File: src/hdl/bucket_sort_insertion_defines.svh
// Assertion macros shared by the bucket sorter modules.
`ifndef BUCKET_SORT_INSERTION_DEFINES_SVH
`define BUCKET_SORT_INSERTION_DEFINES_SVH

// Checked property that is ignored while reset is asserted.
`define BSI_ASSERT(label, prop, msg) \
  label: assert property (@(posedge clk) disable iff (rst) prop) else $error(msg);

// Checked property that also holds while reset is asserted.
`define BSI_ASSERT_ALWAYS(label, prop, msg) \
  label: assert property (@(posedge clk) prop) else $error(msg);

`endif

File: src/hdl/bsi_pkg.sv
// Shared types and constants for the bucket sorter.
package bsi_pkg;

  localparam int VALUE_W       = 32;
  localparam int BKT_W         = 6;
  localparam int CFG_W         = 7;
  localparam int MAX_ITEMS_DEF = 64;
  localparam int BUCKET_MAX    = 64;
  localparam int BUCKET_RESET  = 8;
  localparam int SPAN_W        = VALUE_W + 1;
  localparam int BOUND_W       = SPAN_W + BKT_W + 1;
  localparam int ITER_W        = $clog2(SPAN_W);
  localparam int OUT_DATA_W    = ((VALUE_W + BKT_W + 7) / 8) * 8;

  typedef enum logic [1:0] {
    ST_LOAD,
    ST_START,
    ST_DIV,
    ST_EMIT
  } state_t;

  typedef struct packed {
    logic insert;
    logic shift;
  } chain_ctrl_t;

endpackage

File: src/hdl/bsi_div.sv
// Serial restoring divider, one quotient bit per cycle.
module bsi_div (
  input  logic                          clk,
  input  logic                          rst,
  input  logic                          start,
  input  logic [bsi_pkg::SPAN_W-1:0]    numer,
  input  logic [bsi_pkg::CFG_W-1:0]     denom,
  output logic                          done,
  output logic [bsi_pkg::SPAN_W-1:0]    quot
);

  logic                          busy;
  logic [bsi_pkg::ITER_W-1:0]    iter;
  logic [bsi_pkg::CFG_W-1:0]     rem;
  logic [bsi_pkg::CFG_W:0]       rem_shift;
  logic                          fits;

  assign rem_shift = {rem, quot[bsi_pkg::SPAN_W-1]};
  assign fits      = rem_shift >= {1'b0, denom};

  always_ff @(posedge clk) begin
    if (rst) begin
      busy <= 1'b0;
      done <= 1'b0;
    end else begin
      done <= 1'b0;
      if (start) begin
        busy <= 1'b1;
      end else if (busy && iter == '0) begin
        busy <= 1'b0;
        done <= 1'b1;
      end
    end
  end

  always_ff @(posedge clk) begin
    if (start) begin
      quot <= numer;
      rem  <= '0;
      iter <= bsi_pkg::ITER_W'(bsi_pkg::SPAN_W - 1);
    end else if (busy) begin
      quot <= {quot[bsi_pkg::SPAN_W-2:0], fits};
      rem  <= fits ? bsi_pkg::CFG_W'(rem_shift - {1'b0, denom})
                   : bsi_pkg::CFG_W'(rem_shift);
      iter <= iter - 1'b1;
    end
  end

endmodule

File: config.mk
export PLATFORM = sky130hd
export DESIGN_NAME = bsi_div
export DESIGN_NICKNAME = d
export VERILOG_FILES = /design/src/hdl/bucket_sort_insertion_defines.svh /design/src/hdl/bsi_pkg.sv /design/src/hdl/bsi_div.sv
export SDC_FILE = /design/constraint.sdc
export NUM_CORES = 1
export LEC_CHECK = 0
export BUFFER_PORTS_ARGS = -buffer_cell sky130_fd_sc_hd__buf_2
export CORE_MARGIN = 4
export CORE_UTILIZATION = 45
export CTS_BUF_LIST = sky130_fd_sc_hd__clkbuf_16
export DETAILED_ROUTE_END_ITERATION = 12
export HOLD_SLACK_MARGIN = 0.12
export PLACE_DENSITY = 0.73
export RECOVER_POWER = 100
export SLEW_MARGIN = 5
export SYNTH_ARGS = -nofsm -noshare
export SYNTH_HDL_FRONTEND = slang
export SYNTH_SLANG_ARGS = --single-unit
File: constraint.sdc
create_clock -name clk -period 2.7 [get_ports clk]
set_input_delay 0 -clock clk [delete_from_list [all_inputs] [get_ports clk]]
set_output_delay 0 -clock clk [all_outputs]
set_load 0.005 [all_outputs]
==> flow_summary.json, run 1 <==
{
  "antenna_found_initial": 0,
  "setup_tns_ns": 0,
  "final_nets": 360,
  "irDropWorstVdd_mv": 0.4251,
  "clock_path_buffers": 2,
  "cts_tree": "done",
  "numPortBuffers": 76,
  "r2r_start": "quot[32]$_DFFE_PP_",
  "fp.dieH_um": 81.20,
  "r2r_cells": 8,
  "grt_util_all_layers_pct": 18.34,
  "dp_hpwl_um": 3752,
  "crit_path_max_fanout": 10,
  "synth_top_family_by_area": "multiplexers",
  "hold_end": "rem[0]$_SDFFE_PP0P_",
  "synth.mux.area_fraction_pct": 16.71,
  "holdPathStages": 4,
  "numCtsBuffers": 5,
  "worst_slew_margin_rel_pct": -8.672,
  "endpoint_kind": "flop",
  "pwr-share-clk_pct": 29.9,
  "grt_overflow_total": 0,
  "synth_nets": 247,
  "grt_max_degree": 34,
  "fp.dieW_um": 81.20,
  "clk_pin_slew_worst_paths_ns": 0.06,
  "cts-resized-gates": 0,
  "synth-main-ff-cell": "edfxtp_1",
  "fin_cells": 378,
  "drtPass1Iterations": 4,
  "yosysTopAreaCellShare_pct": 41.10,
  "synth_compound_area_share_pct": 7.265,
  "required_ns": 2.89,
  "setup_viol": 0,
  "syn_avg_cell_area_um2": 12.43,
  "wire_per_inst_um": 15.49,
  "drc_errors": 0,
  "drive_above_1_share_pct": 31.82,
  "r2r_end": "rem[0]$_SDFFE_PP0P_",
  "rsz0062_at_grt": "false",
  "switching_share_pct": 26.53,
  "maxSlewViolCount": 34,
  "ios": 77,
  "worst_pin_slew_ns": 1.630,
  "min_from": "denom[0]",
  "synthTopCellsByCount": "34 x mux2_2, 33 x edfxtp_1, 18 x nor2_1",
  "grt_pass1_wl_um": 9121,
  "num_antenna_cells": 0,
  "cts-root-buf": "clkbuf_16",
  "place_area_um2": 2875,
  "synth_fa_ha_area_share_pct": 5.501,
  "syn_inst": 194,
  "clock-sinks": 48,
  "yosys-top-cells-area": "edfxtp_1 41%, mux2_2 16%, dfxtp_1 12%, ha_1 4.7%, nor2_1 2.8%",
  "p_switching_uw": 520.4,
  "area_growth_pct": 37.21,
  "synth-simple-area-share_pct": 12.04,
  "core_um2": 5140,
  "totalWireLength_um": 5854,
  "fmax_mhz": 417.5,
  "start_kind": "flop",
  "share_comb_of_total_power_pct": 22.2,
  "clk_latency_ns": 0.29,
  "routed_via_density": 5.026,
  "gp_congestion": 0.7856,
  "vias": 1900,
  "cts_setup_buffers": 0,
  "min_period_over_period_pct": 88.72,
  "p_per_area_nw_per_um2": 593.0,
  "row_count": 26,
  "ys_seq_area_share_pct": 53.55,
  "outcome": "finished with violations",
  "utilization_pct": 64.36,
  "synth.distinct_cells": 36,
  "grt_pass1_vias": 1933,
  "min_path_type": "input pin to flop",
  "drt_iter0_markers": 85,
  "cp_data_arrival_time_ns": 2.58,
  "placed_cells": 336,
  "power_frac_seq_pct": 47.9,
  "htreeDepth": 2,
  "synthXorXnorAreaFrac_pct": 1.816,
  "fin_crit_ns": 2.395,
  "critPathKind": "flop to flop",
  "antenna_left": 0,
  "synth_edf_count": 33,
  "synth_top_area_cell": "edfxtp_1",
  "p_leak_uw": 0.001339,
  "rrSetupSlack_ns": 0.30,
  "nFillCells": 432,
  "synthArstFlopShare_pct": 0,
  "fin_area_um2": 3308,
  "start_util_pct": 46.91,
  "failed_checks": "max-capacitance violations, max-slew violations",
  "synth.most_common_cell": "mux2_2",
  "finalHoldViolations": 0,
  "p_total_uw": 1962,
  "synth_seq_cells": 48,
  "die_area_um2": 6593,
  "intPower_uw": 1441,
  "finClkSkew_ns": 0.004920,
  "cap_violations": 1,
  "yosysWarnings": 0,
  "syn_area_um2": 2411
}
## worst max-delay path by stage
| stage | end | from | cells after the start |
|---|---|---|---|
| 6_report | rem[0]$_SDFFE_PP0P_ | quot[32]$_DFFE_PP_ | 8 |
| 2_1_floorplan | rem[3]$_SDFFE_PP0P_ | quot[32]$_DFFE_PP_ | 8 |
| 3_3_place_gp | rem[3]$_SDFFE_PP0P_ | quot[32]$_DFFE_PP_ | 8 |
| 4_1_cts | rem[3]$_SDFFE_PP0P_ | quot[32]$_DFFE_PP_ | 8 |
| 3_5_place_dp | rem[3]$_SDFFE_PP0P_ | quot[32]$_DFFE_PP_ | 8 |
| 5_1_grt | rem[0]$_SDFFE_PP0P_ | quot[32]$_DFFE_PP_ | 8 |
## area by class of cell
class | count | area, um^2 | share of cell area, %
clock buffer | 5 | 125.1 | 3.782
clock inverter | 3 | 12.51 | 0.3782
inverter | 13 | 48.80 | 1.475
multi-input combinational | 126 | 1039 | 31.39
sequential | 48 | 1291 | 39.03
tap | 70 | 87.58 | 2.648
timing repair buffer | 113 | 704.4 | 21.29
## layer usage
metal	global-route usage [%]	vias to the layer above	part of all wire (%)
li1	-	943	-
met1	22.29	886	41
met2	32.02	58	51
met3	3.769	13	5.5
met4	6.588	0	2.7
met5	0	-	0
## placed cells by master (no fill, tap or decap), types with 2 or more instances in the layout
cell            n
a21oi_1         6
a31o_2          2
nor2_1         18
nor3_1          6
clkbuf_1       27
buf_2          50
mux2i_1         2
dfxtp_1        15
nand2b_1        6
nor4b_1         3
xor2_1          3
ha_1            9
clkbuf_16       5
dlygate4sd3_1  34
a311oi_1        4
nand2_1         8
a211oi_1        3
mux2_1          2
a31oi_1         2
edfxtp_1       33
mux2_2         32
or3_1           3
inv_1          15
xnor2_1         2
## stage by stage
stage | worst slack, ns | hold slack [ns]
floorplan | 0.5213 | 0.07847
global placement | 0.4841 | 0.1841
detailed placement | 0.3950 | 0.1841
CTS | 0.3796 | 0.2248
global route | 0.1694 | 0.2514
finish | 0.3045 | 0.2236
## worst max-delay path: stages, from the launching register on
cell and delay, ns:
edfxtp_1 0.40, inv_1 0.10, ha_1 0.19, fa_1 0.20, nand2b_1 0.20, a211oi_4 0.09, nor3_2 0.50, mux2_2 0.41
a211oi_1 0.21
## power by group through the flow
stage,sequential [uW],clock (uW),combinational [uW]
finish,940,586,435
global route,951,629,483
CTS,935,588,449
detailed placement,950,0,407
global placement,947,0,396
floorplan,949,0,260
## flip-flops by register name, indices dropped and copies added (netlist names)
| signal | count |
|---|---|
| busy | 1 |
| done | 1 |
| quot | 33 |
| rem | 7 |
| iter | 6 |
## cell families (layout without fill, tap and decap cells)
logic type,Yosys count,count (layout)
buf+inv,20,134
simple gates,53,53
xor+xnor,5,5
mux,36,36
compound gates,22,22
fa+ha+maj,10,10
flops,48,48
## timing repair
| action | in CTS | in global routing |
|---|---|---|
| setup endpoints to repair | 0 | 0 |
| hold buffers | 34 | 0 |
| hold endpoints to repair | 35 | 0 |
No activity file was read; power rests on OpenSTA's default activity.
==> inputs of run 2 (changes only) <==
- CORE_UTILIZATION: 45 -> 51
- PLACE_DENSITY: 0.73 -> 0.81
==> run 2 against run 1 <==
The flow now finishes without violations. Total power grew 4.2%. Via count unchanged. Utilization increased by 9.9 points. Setup slack gained 0.049 ns. Sequential power hardly changed. Global-route usage rose by 1.9 points. Critical endpoint is now rem[3]$_SDFFE_PP0P_. Largest cell class unchanged.
==> flow_summary.json, run 2 (synthesis gave the netlist of run 1 again) <==
{
  "ios": 77,
  "grt_pass1_wl_um": 9535,
  "final_common_cell": "buf_2",
  "fin_crit_ns": 2.347,
  "num_antenna_cells": 0,
  "placed_cells": 320,
  "critPathKind": "flop to flop",
  "irDropWorstVdd_mv": 0.2807,
  "clk_pin_slew_worst_paths_ns": 0.06,
  "p_per_area_nw_per_um2": 615.7,
  "min_period_over_period_pct": 86.92,
  "drive_above_1_share_pct": 32.58,
  "fin_cells": 362,
  "drt_iter0_markers": 105,
  "fp.dieH_um": 76.76,
  "drc_errors": 0,
  "dp_hpwl_um": 3724,
  "cap_violations": 0,
  "grt_util_all_layers_pct": 20.23,
  "required_ns": 2.89,
  "row_count": 24,
  "drtPass1Iterations": 4,
  "nFillCells": 299,
  "largest_reg_flops": 33,
  "cp_slowest_cell": "or3_1",
  "fin_hold_ws_ns": 0.1984,
  "wire_per_inst_um": 16.02,
  "antenna_left": 0,
  "numPortBuffers": 76,
  "worst-path-buf-inv": 1,
  "final_nets": 362,
  "antenna_found_initial": 0,
  "grt_pass1_vias": 1981,
  "crit_family": "simple AND/OR/NAND/NOR gates",
  "core_um2": 4474,
  "cts_setup_buffers": 0,
  "cts_tree": "done",
  "cp_data_arrival_time_ns": 2.53,
  "outcome": "finished clean",
  "grt_overflow_total": 0,
  "start_kind": "flop",
  "finClkSkew_ns": 0.009961,
  "multi_input_area_um2": 1039,
  "final_cell_mix": "55 x buf_2, 34 x dlygate4sd3_1, 33 x edfxtp_1",
  "cts-root-buf": "clkbuf_16",
  "clock_path_buffers": 2,
  "grt_max_degree": 23,
  "fp.dieW_um": 76.76,
  "gp_congestion": 0.8822,
  "register_area_um2": 1291,
  "worst_slew_margin_rel_pct": 27.52,
  "clock-sinks": 48,
  "totalWireLength_um": 5799,
  "rsz0062_at_grt": "false",
  "vias": 1900,
  "worst_pin_slew_ns": 1.087,
  "min_path_type": "input pin to flop",
  "endpoint_kind": "flop",
  "routed_via_density": 5.249,
  "cpPeakStageDelay_ns": 0.42,
  "die_area_um2": 5891,
  "setup_tns_ns": 0,
  "crit_path_max_fanout": 10,
  "fmax_mhz": 426.1,
  "p_leak_uw": 0.001362,
  "maxSlewViolCount": 0,
  "area_growth_pct": 37.73,
  "numCtsBuffers": 5,
  "htreeDepth": 2,
  "start_util_pct": 53.89,
  "finalHoldViolations": 0,
  "clk_latency_ns": 0.29,
  "crit_chain": "inv_1, ha_1, fa_1, nand2b_1, a211oi_4, nor3_2, or3_1, a311oi_2",
  "setup_viol": 0,
  "top_register": "quot",
  "reg_top3": "quot (33), rem (7), iter (6)"
}
==> run 2: worst paths after layout <==
kind	slack (ns)	cells after the start	end	start
hold reg to reg	0.49	2	rem[6]$_SDFFE_PP0P_	rem[6]$_SDFFE_PP0P_
setup / recovery	0.35	8	rem[3]$_SDFFE_PP0P_	quot[32]$_DFFE_PP_
setup reg to reg	0.35	8	rem[3]$_SDFFE_PP0P_	quot[32]$_DFFE_PP_
hold / removal	0.20	4	rem[0]$_SDFFE_PP0P_	denom[0]
==> run 2: what timing repair did <==
| item | in CTS | in global routing |
|---|---|---|
| gates resized for setup | 0 | 0 |
| hold endpoints to repair | 35 | 0 |
| endpoints found under the setup margin | 0 | 0 |
| hold buffers | 34 | 0 |
==> run 2: per-layer routing <==
metal | share of wire [%] | vias to the layer above | routed length (um) | GRT usage, %
met5 | 0 | - | 0 | 0
li1 | - | 940 | - | -
met2 | 50 | 57 | 2906 | 35.19
met3 | 4.9 | 9 | 287 | 4.333
met1 | 43 | 894 | 2498 | 24.39
met4 | 1.8 | 0 | 107 | 7.790
==> run 2: final cells by class <==
| cell class | count | area share, % |
|---|---|---|
| clock inverter | 3 | 1.130 |
| tap | 52 | 1.959 |
| timing repair buffer | 115 | 21.51 |
| clock buffer | 5 | 3.768 |
| multi-input combinational | 126 | 31.27 |
| sequential | 48 | 38.88 |
| inverter | 13 | 1.469 |
==> run 2: power breakdown <==
part	total, uW	switching [uW]	internal, uW
combinational	437	218	219
clock	669	239	430
sequential	939	50.9	888
==> run 2: tightest hold or removal path: stages <==
cell and delay [ns]:
buf_2 0.09, ha_1 0.14, mux2_2 0.15, a211oi_1 0.06
==> run 2: per-stage QoR <==
step	setup WS (ns)	cell area, um^2	power, uW	util (%)
2_1_floorplan	0.5213	2411	1209	-
3_3_place_gp	0.5018	2868	1343	64.09
3_5_place_dp	0.4047	2868	1356	64.09
4_1_cts	0.3794	3371	2069	75.34
5_1_grt	0.1748	3321	2150	74.22
6_report	0.3531	3321	2044	74.22
